--- config.mk ---
export PLATFORM = sky130hd
export DESIGN_NAME = handheld_console_timer
export DESIGN_NICKNAME = d
export VERILOG_FILES = /design/src/rtl/core/tmr_pkg.sv /design/src/rtl/core/tmr_sub_step.sv /design/src/rtl/core/tmr_core.sv /design/src/rtl/core/handheld_console_timer.sv
export SDC_FILE = /design/constraint.sdc
export NUM_CORES = 1
export LEC_CHECK = 0
export ABC_AREA = 1
export BUFFER_PORTS_ARGS = -buffer_cell sky130_fd_sc_hd__buf_4
export CORE_MARGIN = 1
export CORE_UTILIZATION = 39
export CTS_BUF_LIST = sky130_fd_sc_hd__clkbuf_4 sky130_fd_sc_hd__clkbuf_8
export CTS_CLUSTER_DIAMETER = 200
export DETAILED_ROUTE_END_ITERATION = 7
export PLACE_DENSITY = 0.63
export SETUP_SLACK_MARGIN = 0.15
export SYNTH_ARGS = -nofsm -noshare
export SYNTH_HDL_FRONTEND = slang
export SYNTH_HIERARCHICAL = 1
export SYNTH_SLANG_ARGS = --single-unit
--- constraint.sdc ---
create_clock -name clk -period 3.7 [get_ports clk]
set_input_delay 0.185 -clock clk [delete_from_list [all_inputs] [get_ports clk]]
set_output_delay 0.185 -clock clk [all_outputs]
set_load 0.005 [all_outputs]
--- src/rtl/core/tmr_pkg.sv ---
// Package for the handheld console timer: item opcodes, register addresses,
// the timer state record and the divider tap masks. No dependencies.
package tmr_pkg;

  typedef enum logic [1:0] {
    OP_TICK  = 2'd0,
    OP_READ  = 2'd1,
    OP_WRITE = 2'd2,
    OP_NONE  = 2'd3
  } tmr_op_t;

  localparam logic [15:0] ADDR_DIVIDER = 16'hFF04;
  localparam logic [15:0] ADDR_COUNTER = 16'hFF05;
  localparam logic [15:0] ADDR_MODULO  = 16'hFF06;
  localparam logic [15:0] ADDR_CONTROL = 16'hFF07;

  localparam logic [7:0] CONTROL_FILL = 8'hF8;
  localparam logic [7:0] UNMAPPED     = 8'hFF;

  localparam logic [15:0] AUDIO_BIT_NORMAL = 16'd8192;
  localparam logic [15:0] AUDIO_BIT_DOUBLE = 16'd16384;

  typedef struct packed {
    logic [15:0] div;
    logic [7:0]  cnt;
    logic [7:0]  tma;
    logic [1:0]  mode;
    logic        en;
    logic        tedge;
    logic        aedge;
  } tmr_state_t;

  // Divider tap for each rate mode.
  function automatic logic [15:0] mode_mask(input logic [1:0] mode);
    logic [15:0] m;
    case (mode)
      2'd0:    m = 16'd512;
      2'd1:    m = 16'd8;
      2'd2:    m = 16'd32;
      2'd3:    m = 16'd128;
      default: m = 16'd512;
    endcase
    return m;
  endfunction

endpackage

--- src/rtl/core/tmr_sub_step.sv ---
// One divider increment with counter and audio edge detection.
// Depends on tmr_pkg.
module tmr_sub_step
  import tmr_pkg::*;
(
  input  tmr_state_t st_i,
  input  logic       dbl_i,
  output tmr_state_t st_o,
  output logic       irq_o,
  output logic       pulse_o
);

  logic [15:0] div_inc;
  logic [7:0]  cnt_inc;
  logic        t_level;
  logic        a_level;

  always_comb begin
    div_inc = st_i.div + 16'd1;
    cnt_inc = st_i.cnt + 8'd1;
    t_level = |(div_inc & mode_mask(st_i.mode));
    a_level = |(div_inc & (dbl_i ? AUDIO_BIT_DOUBLE : AUDIO_BIT_NORMAL));
    st_o     = st_i;
    st_o.div = div_inc;
    irq_o    = 1'b0;
    if (st_i.en) begin
      if (t_level && !st_i.tedge) begin
        if (cnt_inc == 8'd0) begin
          st_o.cnt = st_i.tma;
          irq_o    = 1'b1;
        end else begin
          st_o.cnt = cnt_inc;
        end
      end
      st_o.tedge = t_level;
    end
    pulse_o    = a_level && !st_i.aedge;
    st_o.aedge = a_level;
  end

endmodule

--- src/rtl/core/tmr_core.sv ---
// Next-state and result logic for one item: ticks, reads and writes.
// Depends on tmr_pkg and tmr_sub_step.
module tmr_core
  import tmr_pkg::*;
(
  input  tmr_op_t     op_i,
  input  logic [15:0] addr_i,
  input  logic [7:0]  wdata_i,
  input  logic        dbl_i,
  input  logic        stop_i,
  input  tmr_state_t  st_i,
  output tmr_state_t  st_o,
  output logic [7:0]  rdata_o,
  output logic        irq_o,
  output logic        pulse_o
);

  tmr_state_t st_a;
  tmr_state_t st_b;
  logic       irq_a;
  logic       irq_b;
  logic       pulse_a;
  logic       pulse_b;

  tmr_sub_step u_step_a (
    .st_i   (st_i),
    .dbl_i  (dbl_i),
    .st_o   (st_a),
    .irq_o  (irq_a),
    .pulse_o(pulse_a)
  );

  tmr_sub_step u_step_b (
    .st_i   (st_a),
    .dbl_i  (dbl_i),
    .st_o   (st_b),
    .irq_o  (irq_b),
    .pulse_o(pulse_b)
  );

  always_comb begin
    st_o    = st_i;
    rdata_o = 8'd0;
    irq_o   = 1'b0;
    pulse_o = 1'b0;
    case (op_i)
      OP_TICK: begin
        if (!stop_i) begin
          if (dbl_i) begin
            st_o    = st_b;
            irq_o   = irq_a | irq_b;
            pulse_o = pulse_a | pulse_b;
          end else begin
            st_o    = st_a;
            irq_o   = irq_a;
            pulse_o = pulse_a;
          end
        end
      end
      OP_READ: begin
        case (addr_i)
          ADDR_CONTROL: rdata_o = CONTROL_FILL | {5'd0, st_i.en, st_i.mode};
          ADDR_COUNTER: rdata_o = st_i.cnt;
          ADDR_DIVIDER: rdata_o = st_i.div[15:8];
          ADDR_MODULO:  rdata_o = st_i.tma;
          default:      rdata_o = UNMAPPED;
        endcase
      end
      OP_WRITE: begin
        case (addr_i)
          ADDR_CONTROL: begin
            st_o.mode = wdata_i[1:0];
            st_o.en   = wdata_i[2];
          end
          ADDR_COUNTER: st_o.cnt = wdata_i;
          ADDR_DIVIDER: st_o.div = 16'd0;
          ADDR_MODULO:  st_o.tma = wdata_i;
          default:      st_o = st_i;
        endcase
      end
      default: st_o = st_i;
    endcase
  end

endmodule

--- src/rtl/core/handheld_console_timer.sv ---
// Top level of the handheld console timer: input word register, timer
// state, result register and handshake. Depends on tmr_pkg and tmr_core.
//
// Usage. Every input word is one machine cycle of the bus: a tick, a
// register read or a register write, selected by in_tuser. Each word gives
// exactly one result word carrying the read byte and the interrupt and
// audio pulse flags of that cycle.
// An accepted word is held in the input register, then the timer logic (up to
// two divider increments in double speed, chained combinationally) writes
// the state and the result register together when the word moves on, and
// out_tvalid rises with the result. Throughput is one word per cycle while the
// receiver keeps out_tready high; the rate is set by the single state update
// per cycle in the timer logic.
// Reset (rst_n low, synchronous) clears the divider, counter, modulo,
// control and edge memories and empties both register stages.
// When the receiver holds out_tready low, the result stays in the output
// register and the input register keeps one more word; in_tready then
// drops until the result is taken, so no word is lost or repeated.
module handheld_console_timer
  import tmr_pkg::*;
(
  input  logic        clk,
  input  logic        rst_n,
  input  logic        in_tvalid,
  output logic        in_tready,
  // bit 15:0 address, 23:16 write_data, 24 double_speed, 25 cpu_stopped,
  // 31:26 zero
  input  logic [31:0] in_tdata,
  // bit 1:0 opcode
  input  logic [1:0]  in_tuser,
  output logic        out_tvalid,
  input  logic        out_tready,
  // bit 7:0 read_data, 8 timer_interrupt, 9 audio_pulse, 15:10 zero
  output logic [15:0] out_tdata
);

  // Input word register.
  logic        in_valid_r;
  tmr_op_t     op_r;
  logic [15:0] addr_r;
  logic [7:0]  wdata_r;
  logic        dbl_r;
  logic        stop_r;

  // Timer state and result register.
  tmr_state_t  st_r;
  tmr_state_t  st_nxt;
  logic        out_valid_r;
  logic [7:0]  rdata_r;
  logic        irq_r;
  logic        pulse_r;
  logic [7:0]  rdata_nxt;
  logic        irq_nxt;
  logic        pulse_nxt;

  logic        advance;
  logic        in_fire;

  // The held word moves on when the result register is empty or is being
  // emptied in this cycle.
  assign advance   = in_valid_r && (!out_valid_r || out_tready);
  assign in_tready = !in_valid_r || advance;
  assign in_fire   = in_tvalid && in_tready;

  tmr_core u_core (
    .op_i   (op_r),
    .addr_i (addr_r),
    .wdata_i(wdata_r),
    .dbl_i  (dbl_r),
    .stop_i (stop_r),
    .st_i   (st_r),
    .st_o   (st_nxt),
    .rdata_o(rdata_nxt),
    .irq_o  (irq_nxt),
    .pulse_o(pulse_nxt)
  );

  always_ff @(posedge clk) begin
    if (!rst_n) begin
      in_valid_r <= 1'b0;
    end else if (in_tready) begin
      in_valid_r <= in_tvalid;
    end
  end

  always_ff @(posedge clk) begin
    if (in_fire) begin
      op_r    <= tmr_op_t'(in_tuser);
      addr_r  <= in_tdata[15:0];
      wdata_r <= in_tdata[23:16];
      dbl_r   <= in_tdata[24];
      stop_r  <= in_tdata[25];
    end
  end

  always_ff @(posedge clk) begin
    if (!rst_n) begin
      st_r <= '0;
    end else if (advance) begin
      st_r <= st_nxt;
    end
  end

  always_ff @(posedge clk) begin
    if (!rst_n) begin
      out_valid_r <= 1'b0;
    end else if (advance) begin
      out_valid_r <= 1'b1;
    end else if (out_tready) begin
      out_valid_r <= 1'b0;
    end
  end

  always_ff @(posedge clk) begin
    if (advance) begin
      rdata_r <= rdata_nxt;
      irq_r   <= irq_nxt;
      pulse_r <= pulse_nxt;
    end
  end

  assign out_tvalid = out_valid_r;
  assign out_tdata  = {6'd0, pulse_r, irq_r, rdata_r};

  // An empty result register never blocks the input side.
  a_ready_when_empty: assert property (@(posedge clk) disable iff (!rst_n)
    !out_valid_r |-> in_tready)
    else $error("input stalled with an empty result register");

  // Flags are raised only by ticks, which never return read data.
  a_flags_only_on_tick: assert property (@(posedge clk) disable iff (!rst_n)
    advance && (irq_nxt || pulse_nxt) |-> op_r == OP_TICK && rdata_nxt == 8'd0)
    else $error("flag raised by a non-tick word");

  // A divider write leaves the divider cleared.
  a_div_clear: assert property (@(posedge clk) disable iff (!rst_n)
    advance && op_r == OP_WRITE && addr_r == ADDR_DIVIDER |=> st_r.div == 16'd0)
    else $error("divider not cleared by write");

  // State only changes when a word is processed.
  a_state_hold: assert property (@(posedge clk) disable iff (!rst_n)
    !advance |=> $stable(st_r))
    else $error("timer state changed without a word");

endmodule
Word-level counts from Yosys, hierarchy flattened --
Cells that the tools add are included.
Word-level totals: input bits 38, output and inout port bits 18, bits in registers 77, logic and storage cells 100
Operators by class: bitwise operators 9, equality and inequality tests 12, reduce and logical (&&, ||, !) cells 30, $add $sub $neg 4, muxes and demuxes 28
Operator list (number):
- $mux W37 | 2
- $pmux W37 S2 | 1
- $eq A16 B16 Y1 const B | 4
- $mux W8 | 8
- $pmux W16 S4 | 1
- $reduce_or A16 Y1 | 4
- $and A16 B16 Y16 | 3
- $add A16 B1 Y16 const B | 2
- $pmux W8 S4 | 1
- $reduce_and A4 Y1 | 5
- $add A8 B1 Y8 const B | 2
- $and A16 B15 Y16 | 1
- $logic_not A8 Y1 | 2
- $mux W16 | 1
- $mux W15 | 1
- $mux W1 | 12
- $eq A2 B2 Y1 const B | 3
- $logic_and A1 B1 Y1 | 6
- $logic_not A1 Y1 | 6
- $eq A2 B1 Y1 const B | 2
- $logic_not A2 Y1 | 2
- $ne A2 B2 Y1 const B | 2
- $reduce_bool A2 Y1 | 2
- $mux W3 | 1
- other kinds (5) | 9

Longest topological paths before layout --
Gate-level depths: netlist of run 1.
depth in word-level cells 15, depth in mapped cells 32, depth with buffers taken out 32

Modules after synthesis --
Netlist of run 1, hierarchy kept.
By module, submodules not included:
- handheld_console_timer | area an instance 2947.8 µm², seq. area each 1921.8 µm², cells each 302, instances 1
- tmr_core | area an instance 2024.4 µm², seq. area each 0.0 µm², cells each 403, instances 1
- tmr_sub_step | area an instance 978.4 µm², seq. area each 0.0 µm², cells each 175, instances 2

Worst setup path before layout of run 1 --
Ideal clock, no wire load.
path kind register to register, start point reg st_r[13] (netlist name), end point reg st_r[13] (netlist name), period minus slack after synthesis 3406 ps, data required time 3585 ps, path slack 294 ps, setup time 115 ps, data arrival time 3291 ps, cell stages (with the launch flop) 28, buffers on the path 0, cells stage by stage dfxtp_1 -> ha_1 -> nand3_1 -> o21ai_2 -> nand2_4 -> nor2_8 -> nand3_1 -> nand2_1 -> nor2_1 -> nor2_1 -> ha_1 -> nand3_1 -> o21ai_2 -> nand2_4 -> nor2_8 -> nand2_2 -> nand2_1 -> nand2_1 -> nor2_1 -> nor2_1 -> mux2i_1 -> nor2_1 -> a21oi_1 -> nand2_1 -> inv_1 -> nand3_1 -> nand2_1 -> nor2_1
RTL lines:
- start: declaration | RTL line handheld_console_timer.sv:46 | tmr_state_t st_r;
- start signal: assignment | RTL line handheld_console_timer.sv:100 | st_r <= st_nxt;

==> results of run 1 <==
-- cell families after synthesis --
kind of cell / Yosys count
xor+xnor: 18
other cells: 1
compound gates: 123
fa+ha+maj: 4
simple gates: 617
mux: 28
flops: 77
buf+inv: 187
-- report_power, final --
group | internal [mW] | total [mW] | switching (mW) | leakage [nW]
clock network | 0.393 | 0.728 | 0.335 | 0.111
registers | 0.950 | 1.00 | 0.0516 | 0.696
logic | 0.245 | 0.584 | 0.339 | 2.92
-- final timing paths --
kind	to	slack [ns]	depth (start not counted)
min	in_valid_r$_SDFFE_PN0P_	0.09	3
max	st_r[13]$_SDFFE_PN0P_	0.30	27
max reg2reg	st_r[13]$_SDFFE_PN0P_	0.30	27
min reg2reg	out_tvalid$_SDFFE_PN0P_	0.49	2
-- cell type report --
| type | instances | area, µm² | area share (%) |
|---|---|---|---|
| Tap cell | 225 | 281.5 | 3.407 |
| Sequential cell | 77 | 1946 | 23.55 |
| Inverter | 108 | 420.4 | 5.088 |
| Clock inverter | 6 | 93.84 | 1.136 |
| Clock buffer | 10 | 131.4 | 1.590 |
| Timing Repair Buffer | 135 | 1096 | 13.26 |
| Multi-Input combinational cell | 797 | 4294 | 51.97 |
-- cells in the final DEF (no fill, tap or decap), drive strengths merged --
cell type    instances
nor3                 2
dlygate4sd3         28
o211ai               6
inv                110
bufinv               2
o21bai               2
nor2               117
edfxtp              38
xor2                12
clkbuf              11
nand3b               4
clkinvlp             1
ha                   4
xnor2                6
nand4                9
o21ai               46
a31oi                1
buf                106
nand2              322
dfxtp               39
conb                 6
clkinv               1
mux2i               28
and2                 8
nand3              156
a21oi               68
-- metrics by stage --
stage | total power [mW] | setup WS [ns] | util, % | instances | instance area [µm²]
after floorplan | 1.412 | 0.2941 | - | 1060 | 6948
after global placement | 1.531 | 0.1650 | 42.43 | 1291 | 7340
after detailed placement | 1.536 | 0.1449 | 42.43 | 1291 | 7340
after CTS | 2.291 | 0.1531 | 45.36 | 1335 | 7845
after global routing | 2.448 | -0.01339 | 47.77 | 1358 | 8263
final | 2.313 | 0.3002 | 47.77 | 1358 | 8263
-- per-layer routing --
metal | GRT usage, % | vias to the layer above | share of wire (%)
li1 | - | 3532 | -
met1 | 27.74 | 3011 | 48
met2 | 31.23 | 197 | 46
met3 | 3.666 | 17 | 5.2
met4 | 3.371 | 0 | 0.82
met5 | 0 | - | 0
-- flip-flops by register name, indices dropped and copies added (netlist names) --
register    count
st_r           37
irq_r           1
in_valid_r      1
rdata_r         8
wdata_r         8
stop_r          1
op_r            2
addr_r         16
dbl_r           1
pulse_r         1
out_tvalid      1
-- worst min-delay path: cells and delay by family --
family	cells	cell delay, ns
AO/OA/AOI/OAI	1	0.06
buffers and inverters	2	0.17
-- repair_timing --
item                                    in CTS  in global routing
hold endpoints to repair                    28                  0
hold buffers                                28                  0
resized for setup                            0                 63
buffers inserted                             0                 22
endpoints found under the setup margin       0                 11
==> impl_metrics.env, run 1 <==
export IMPL_end_kind="flip-flop"
export IMPL_drive_gt1_share_pct=20.83
export IMPL_finalCritPeriodShare_pct=91.89
export IMPL_rows=48
export IMPL_dr_pass1_iters=5
export IMPL_areaGrowthSynthToFinish_pct=19.25
export IMPL_synthXorXnorAreaFrac_pct=2.492
export IMPL_netlist_top_cell_by_area="edfxtp_1"
export IMPL_netlist_instances=1055
export IMPL_drcViolationCount=0
export IMPL_cts_tree="yes"
export IMPL_leakage_nw=3.724
export IMPL_synth_top_family_by_area="simple AND/OR/NAND/NOR gates"
export IMPL_max_freq_mhz=294.1
export IMPL_worstMarginPinSlew_ns=1.210
export IMPL_status="complete, no violations"
export IMPL_fin_hold_ws_ns=0.08667
export IMPL_ys_top_cells_by_area="edfxtp_1 (16%), nand2_1 (16%), dfxtp_1 (11%)"
export IMPL_drt_wl_total_um=17830
export IMPL_grtUsageTotal_pct=19.62
export IMPL_synth_edf_count=38
export IMPL_path_class="flip-flop to flip-flop"
export IMPL_async_reset_ff_share_pct=0
export IMPL_synthSimpleGateAreaFrac_pct=41.87
export IMPL_dieArea_mm2=0.01830
export IMPL_fillerInstances=1704
export IMPL_relSlewSlack_pct=19.34
export IMPL_yosys_area_top_type_share_pct=16.47
export IMPL_antenna_found_initial=0
export IMPL_core_area_mm2=0.01730
export IMPL_die_w_um=135.3
export IMPL_finalCriticalPeriod_ns=3.400
export IMPL_vias_per_cell=4.976
export IMPL_clkSinkCount=77
export IMPL_grt_pass1_wl_um=28520
export IMPL_clock_skew_ns=0.01417
export IMPL_synth_flop_cell="dfxtp_1"
export IMPL_synth_area_mm2=0.006929
export IMPL_cp_max_fo=8
export IMPL_arrival_ns=3.71
export IMPL_hp_class="input pin to flip-flop"
export IMPL_grt_overflow_total=0
export IMPL_nNetsFinal=1170
export IMPL_grt_pass1_vias=5700
export IMPL_p_per_area_mw_per_mm2=280.0
export IMPL_final_antenna_net_count=0
export IMPL_crit_buf_inv=2
export IMPL_r2r_start="st_r[14]$_SDFFE_PN0P_"
export IMPL_synth_fa_ha_area_share_pct=0.7223
export IMPL_rsz0062_at_grt="yes"
export IMPL_num_vias=6757
export IMPL_hp_start="in_tvalid"
export IMPL_finalSetupViolCount=0
export IMPL_synth_seq_cells=77
export IMPL_dp_hpwl_um=11640
export IMPL_yosysSeqAreaShare_pct=27.74
export IMPL_io_buffers=43
export IMPL_cp_common_cell="nor2_1"
export IMPL_drt_iter0_drc=485
export IMPL_wl_per_cell_um=13.13
export IMPL_max_cap_viol_count=0
export IMPL_cts_buffer_depth=2
export IMPL_max_stage_delay_ns=0.39
export IMPL_clkTransAtPathRegs_ns=0.09
export IMPL_crit_required_ns=4.01
export IMPL_place_congestion=0.8345
export IMPL_die_y_um=135.3
export IMPL_synth_area_per_cell_um2=6.568
export IMPL_worstSkewPairLatency_ns=0.37
export IMPL_synth_distinct_cells=38
export IMPL_cp_startpoint="st_r[14]$_SDFFE_PN0P_"
export IMPL_start_util_pct=40.06
export IMPL_insertedDiodeCount=0
export IMPL_ioPinCount=56
export IMPL_cts_root_buf="clkbuf_8"
export IMPL_synth_most_common_cell="nand2_1"
export IMPL_vdd_drop_max_mv=0.2802
export IMPL_muxShareOfSynthArea_pct=4.045
export IMPL_hold_viol=0
export IMPL_crit_slowest_cell="dfxtp_4"
export IMPL_htreeDepth=3
export IMPL_yosysWarningCount=6
export IMPL_tns_ns=0
export IMPL_finalMaxSlewViolations=0
export IMPL_synth_compound_area_share_pct=9.408
export IMPL_grt_max_degree=75
export IMPL_cpLargestDelayFamily="simple AND/OR/NAND/NOR gates"
export IMPL_netlist_top_cells_count="nand2_1 (296), nand3_1 (146), inv_1 (100)"
export IMPL_cts_buffers=9
export IMPL_critPathLaunchType="flip-flop"
Power figures use the tool's default switching activity.
==> run 2, diff against run 1 <==
PLACE_DENSITY = unset   (was 0.63)
clock period = 3.72 ns   (was 3.7 ns; I/O delays follow)
==> impl_metrics.env, run 2 (synthesis gave the netlist of run 1 again) <==
export IMPL_dp_hpwl_um=11720
export IMPL_grt_pass1_vias=5510
export IMPL_hold_viol=0
export IMPL_core_area_mm2=0.01730
export IMPL_grt_busiest_layer="met2"
export IMPL_rsz0062_at_grt="yes"
export IMPL_end_kind="flip-flop"
export IMPL_crit_slowest_cell="dfxtp_2"
export IMPL_io_buffers=43
export IMPL_areaGrowthSynthToFinish_pct=17.30
export IMPL_grt_overflow_total=0
export IMPL_place_congestion=0.8437
export IMPL_r2r_slack_ns=0.26
export IMPL_drt_wl_total_um=17890
export IMPL_antenna_found_initial=0
export IMPL_relSlewSlack_pct=24.00
export IMPL_wl_per_cell_um=13.27
export IMPL_cp_max_fo=8
export IMPL_cts_tree="yes"
export IMPL_vias_per_cell=4.912
export IMPL_final_area_mm2=0.008128
export IMPL_r2r_start="st_r[14]$_SDFFE_PN0P_"
export IMPL_nNetsFinal=1161
export IMPL_whs_path_depth=3
export IMPL_final_antenna_net_count=0
export IMPL_insertedDiodeCount=0
export IMPL_finalCriticalPeriod_ns=3.457
export IMPL_max_freq_mhz=289.3
export IMPL_drcViolationCount=0
export IMPL_vdd_drop_max_mv=0.2577
export IMPL_dpl_instance_area_mm2=0.007287
export IMPL_regMostFlops="st_r"
export IMPL_largest_reg_flops=37
export IMPL_p_per_area_mw_per_mm2=266.2
export IMPL_worstMarginPinSlew_ns=1.140
export IMPL_arrival_ns=3.71
export IMPL_rows=48
export IMPL_dieArea_mm2=0.01830
export IMPL_grt_max_degree=75
export IMPL_cp_startpoint="st_r[14]$_SDFFE_PN0P_"
export IMPL_die_y_um=135.3
export IMPL_drt_iter0_drc=501
export IMPL_max_stage_delay_ns=0.36
export IMPL_met1_usage_pct=28.15
export IMPL_finalSetupViolCount=0
export IMPL_grt_pass1_wl_um=27930
export IMPL_clkSinkCount=77
export IMPL_grtUsageTotal_pct=19.43
export IMPL_cp_endpoint="st_r[15]$_SDFFE_PN0P_"
export IMPL_grt_use_met3_pct=2.768
export IMPL_dr_pass1_iters=6
export IMPL_status="complete, no violations"
export IMPL_use_met2_pct=29.91
export IMPL_crit_buf_inv=4
export IMPL_start_util_pct=40.06
export IMPL_worstSkewPairLatency_ns=0.36
export IMPL_clock_skew_ns=0.009910
export IMPL_cts_buffers=9
export IMPL_cpLargestDelayFamily="simple AND/OR/NAND/NOR gates"
export IMPL_critPathLaunchType="flip-flop"
export IMPL_mostFrequentLayoutCells="nand2_1 (282), nand3_1 (141), inv_1 (100)"
export IMPL_hp_class="input pin to flip-flop"
export IMPL_ioPinCount=56
export IMPL_die_w_um=135.3
export IMPL_final_common_cell="nand2_1"
export IMPL_r2r_cells=30
export IMPL_finalCritPeriodShare_pct=92.92
export IMPL_htreeDepth=3
export IMPL_cp_num_cells=30
export IMPL_largest_registers="st_r (37), addr_r (16)"
export IMPL_cts_buffer_depth=2
export IMPL_tns_ns=0
export IMPL_drive_gt1_share_pct=19.95
export IMPL_path_class="flip-flop to flip-flop"
export IMPL_timing_rr_end="st_r[15]$_SDFFE_PN0P_"
export IMPL_finalMaxSlewViolations=0
export IMPL_fillerInstances=1771
export IMPL_cts_root_buf="clkbuf_8"
export IMPL_leakage_nw=3.658
export IMPL_num_vias=6621
export IMPL_crit_required_ns=3.98
export IMPL_max_cap_viol_count=0
export IMPL_clkTransAtPathRegs_ns=0.09
==> run 2: cell types whose count changed in the layout (fill, tap and decap cells not counted), moves of 2 or more <==
cell	previous run	this run
nand2_1	284	282
clkinv_2	0	2
bufinv_16	2	0
dfxtp_4	5	3
nand3_4	6	4
dfxtp_2	4	6
inv_6	3	0
buf_4	102	94
==> run 2: cell type report <==
cell class                      instances  area, µm²  share of cell area (%)
Multi-Input combinational cell        796       4272                   52.56
Inverter                              108      420.4                   5.172
Sequential cell                        77       1941                   23.88
Timing Repair Buffer                  127       1042                   12.82
Tap cell                              225      281.5                   3.464
Clock inverter                          4      26.28                  0.3233
Clock buffer                           11      145.1                   1.786
==> run 2: worst min-delay path by stage <==
stage                         endpoint  slack (ns)          from
2_1_floorplan      addr_r[0]$_DFFE_PP_        0.28   in_tdata[0]
3_3_place_gp      addr_r[14]$_DFFE_PP_        0.36  in_tdata[14]
3_5_place_dp      addr_r[14]$_DFFE_PP_        0.37  in_tdata[14]
4_1_cts        in_valid_r$_SDFFE_PN0P_        0.05     in_tvalid
5_1_grt        in_valid_r$_SDFFE_PN0P_        0.05     in_tvalid
6_report       in_valid_r$_SDFFE_PN0P_        0.07     in_tvalid
==> run 2: repair_timing <==
action / 4_1_cts / 5_1_grt
gates resized for setup: 0 / 63
hold endpoints to repair: 28 / 0
hold buffers: 28 / 0
buffers inserted: 0 / 21
setup endpoints to repair: 0 / 9
==> run 2: worst reg2reg max path: cells and delay by family (launching register included) <==
family / cells / cell delay (ns)
AND/OR/NAND/NOR: 23 / 2.15
buffers and inverters: 4 / 0.43
flip-flops: 1 / 0.36
AO/OA/AOI/OAI: 2 / 0.21
multiplexers: 1 / 0.21
==> run 2: routing by layer <==
| layer | up-vias | part of all wire [%] |
|---|---|---|
| met5 | - | 0 |
| met1 | 2921 | 49 |
| li1 | 3505 | - |
| met4 | 0 | 1.6 |
| met2 | 173 | 44 |
| met3 | 22 | 5.2 |
==> run 2: where the power goes <==
part           total (mW)  internal, mW  switching (mW)
registers           0.996         0.945          0.0512
logic               0.573         0.238           0.335
clock network       0.594         0.264           0.331
==> run 2: stage by stage <==
stage	util (%)	setup slack, ns	power, mW	cells	hold WS (ns)
finish	46.99	0.2635	2.164	1348	0.07443
global route	46.99	0.04310	2.297	1348	0.05420
CTS	44.74	0.2187	2.142	1327	0.05426
detailed placement	42.13	0.2366	1.521	1284	0.3654
global placement	42.13	0.2660	1.517	1284	0.3646
floorplan	-	0.3141	1.404	1060	0.2849
==> run 3, diff against run 2 <==
clock period = 3.5 ns   (was 3.72 ns; I/O delays follow)
==> impl_metrics.env, run 3 (synthesis gave the netlist of run 1 again) <==
export IMPL_dieArea_mm2=0.01830
export IMPL_whs_endpoint="in_valid_r$_SDFFE_PN0P_"
export IMPL_worstMarginPinSlew_ns=1.207
export IMPL_start_util_pct=40.06
export IMPL_p_switching_mw=0.7690
export IMPL_drt_wl_total_um=17830
export IMPL_fillerInstances=1748
export IMPL_crit_required_ns=3.76
export IMPL_grt_max_degree=75
export IMPL_largest_reg_flops=37
export IMPL_rows=48
export IMPL_worst_slack_ns=0.1714
export IMPL_die_w_um=135.3
export IMPL_internal_power_mw=1.700
export IMPL_r2r_cells=31
export IMPL_wl_per_cell_um=13.19
export IMPL_end_kind="flip-flop"
export IMPL_drcViolationCount=0
export IMPL_place_ws_ns=0.08603
export IMPL_finalCriticalPeriod_ns=3.329
export IMPL_drt_iter0_drc=433
export IMPL_timing_rr_end="st_r[13]$_SDFFE_PN0P_"
export IMPL_dpl_instance_area_mm2=0.007385
export IMPL_core_area_mm2=0.01730
export IMPL_status="complete, no violations"
export IMPL_cp_common_cell="nand2_2"
export IMPL_drive_gt1_share_pct=20.41
export IMPL_vdd_drop_max_mv=0.3084
export IMPL_grt_pass1_vias=5678
export IMPL_arrival_ns=3.58
export IMPL_seqCellArea_mm2=0.001943
export IMPL_max_freq_mhz=300.4
export IMPL_finalMaxSlewViolations=0
export IMPL_swShare_pct=31.15
export IMPL_ioPinCount=56
export IMPL_hold_viol=0
export IMPL_place_congestion=0.8218
export IMPL_whs_path_depth=3
export IMPL_clock_skew_ns=0.009477
export IMPL_cp_startpoint="st_r[14]$_SDFFE_PN0P_"
export IMPL_hp_class="input pin to flip-flop"
export IMPL_cts_buffer_depth=2
export IMPL_max_cap_viol_count=0
export IMPL_critPathLaunchType="flip-flop"
export IMPL_cp_max_fo=6
export IMPL_clkPwrFrac_pct=32.3
export IMPL_mostFrequentLayoutCells="nand2_1 (287), nand3_1 (135), inv_1 (100)"
export IMPL_clkSinkCount=77
export IMPL_instances_no_fill=1352
export IMPL_fin_hold_ws_ns=0.06011
export IMPL_num_vias=6655
export IMPL_nNetsFinal=1164
export IMPL_vias_per_cell=4.922
export IMPL_final_area_mm2=0.008219
export IMPL_dr_pass1_iters=5
export IMPL_final_common_cell="nand2_1"
export IMPL_finalSetupViolCount=0
export IMPL_r2r_start="st_r[14]$_SDFFE_PN0P_"
export IMPL_antenna_found_initial=0
export IMPL_p_seq_share_pct=42.8
export IMPL_p_per_area_mw_per_mm2=300.4
export IMPL_relSlewSlack_pct=19.55
export IMPL_areaGrowthSynthToFinish_pct=18.62
export IMPL_r2r_slack_ns=0.17
export IMPL_die_y_um=135.3
export IMPL_max_stage_delay_ns=0.37
export IMPL_htreeDepth=3
export IMPL_insertedDiodeCount=0
export IMPL_worstSkewPairLatency_ns=0.37
export IMPL_largest_registers="st_r (37), addr_r (16)"
export IMPL_regMostFlops="st_r"
export IMPL_cts_buffers=9
export IMPL_grtUsageTotal_pct=19.86
export IMPL_p_comb_share_pct=24.9
export IMPL_io_buffers=43
export IMPL_dp_cells=1295
export IMPL_crit_slowest_cell="dfxtp_4"
export IMPL_final_antenna_net_count=0
export IMPL_cts_tree="yes"
export IMPL_cts_root_buf="clkbuf_8"
export IMPL_hp_start="in_tvalid"
export IMPL_leakage_nw=3.707
export IMPL_finalCritPeriodShare_pct=95.10
export IMPL_path_class="flip-flop to flip-flop"
export IMPL_grt_pass1_wl_um=28600
export IMPL_dp_hpwl_um=12090
export IMPL_multi_input_area_mm2=0.004275
export IMPL_clkTransAtPathRegs_ns=0.08
export IMPL_rsz0062_at_grt="yes"
export IMPL_grt_overflow_total=0
[run 3: cell types whose count changed in the layout (fill, tap and decap cells not counted), sizes merged]
cell | previous run | this run
clkbuf | 11 | 12
clkinv | 3 | 2
bufinv | 0 | 2
clkinvlp | 1 | 0
buf | 99 | 102
[run 3: worst max path at each step]
stage,to,slack [ns],cells past startpoint
4_1_cts,st_r[13]$_SDFFE_PN0P_,0.16,28
3_3_place_gp,st_r[13]$_SDFFE_PN0P_,0.12,29
5_1_grt,st_r[13]$_SDFFE_PN0P_,-0.08,31
6_report,st_r[13]$_SDFFE_PN0P_,0.17,31
2_1_floorplan,st_r[13]$_SDFFE_PN0P_,0.20,27
3_5_place_dp,st_r[13]$_SDFFE_PN0P_,0.09,27
[run 3: per-layer routing]
metal  track usage, %  vias up  wire length [µm]
li1                 -     3511                 -
met1            28.41     2972              8932
met2            31.14      156              7904
met3            2.581       16               743
met4            5.493        0               248
met5                0        -                 0
[run 3: cell type report]
class | count | share of cell area, %
clock buffers | 12 | 1.857
clock inverters | 4 | 0.8982
inverters | 108 | 5.054
multi-input cells | 796 | 52.02
flip-flops and latches | 77 | 23.64
well taps | 225 | 3.425
repair buffers | 130 | 13.11
[run 3: critical path: cells and delay by family, from the launching register on]
kind | cells | cell delay, ns
AOI/OAI and AO/OA | 1 | 0.12
adders and majority gates | 1 | 0.24
buffers and inverters | 3 | 0.24
DFF | 1 | 0.37
muxes | 1 | 0.19
and+or+nand+nor | 25 | 2.08
[run 3: timing repair]
item                       CTS  global route
setup buffers                2            11
setup endpoints to repair    7            10
gates resized for setup      7            51
hold buffers                28             0
hold endpoints to repair    28             0
pin swaps                    4            36
[run 3: per-stage QoR]
stage                     TNS, ns  utilization, %  power [mW]
final                           0           47.52       2.469
after global routing      -0.3491           47.52       2.602
after CTS                       0           45.86       2.458
after detailed placement        0           42.69       1.635
after global placement          0           42.69       1.629
after floorplan                 0               -       1.493
[run 3: power by group through the flow]
stage	clock [mW]	combinational (mW)	sequential, mW
after floorplan	0	0.417	1.08
after global placement	0	0.555	1.07
after detailed placement	0	0.560	1.07
after CTS	0.813	0.591	1.05
after global routing	0.847	0.690	1.06
final	0.796	0.616	1.06
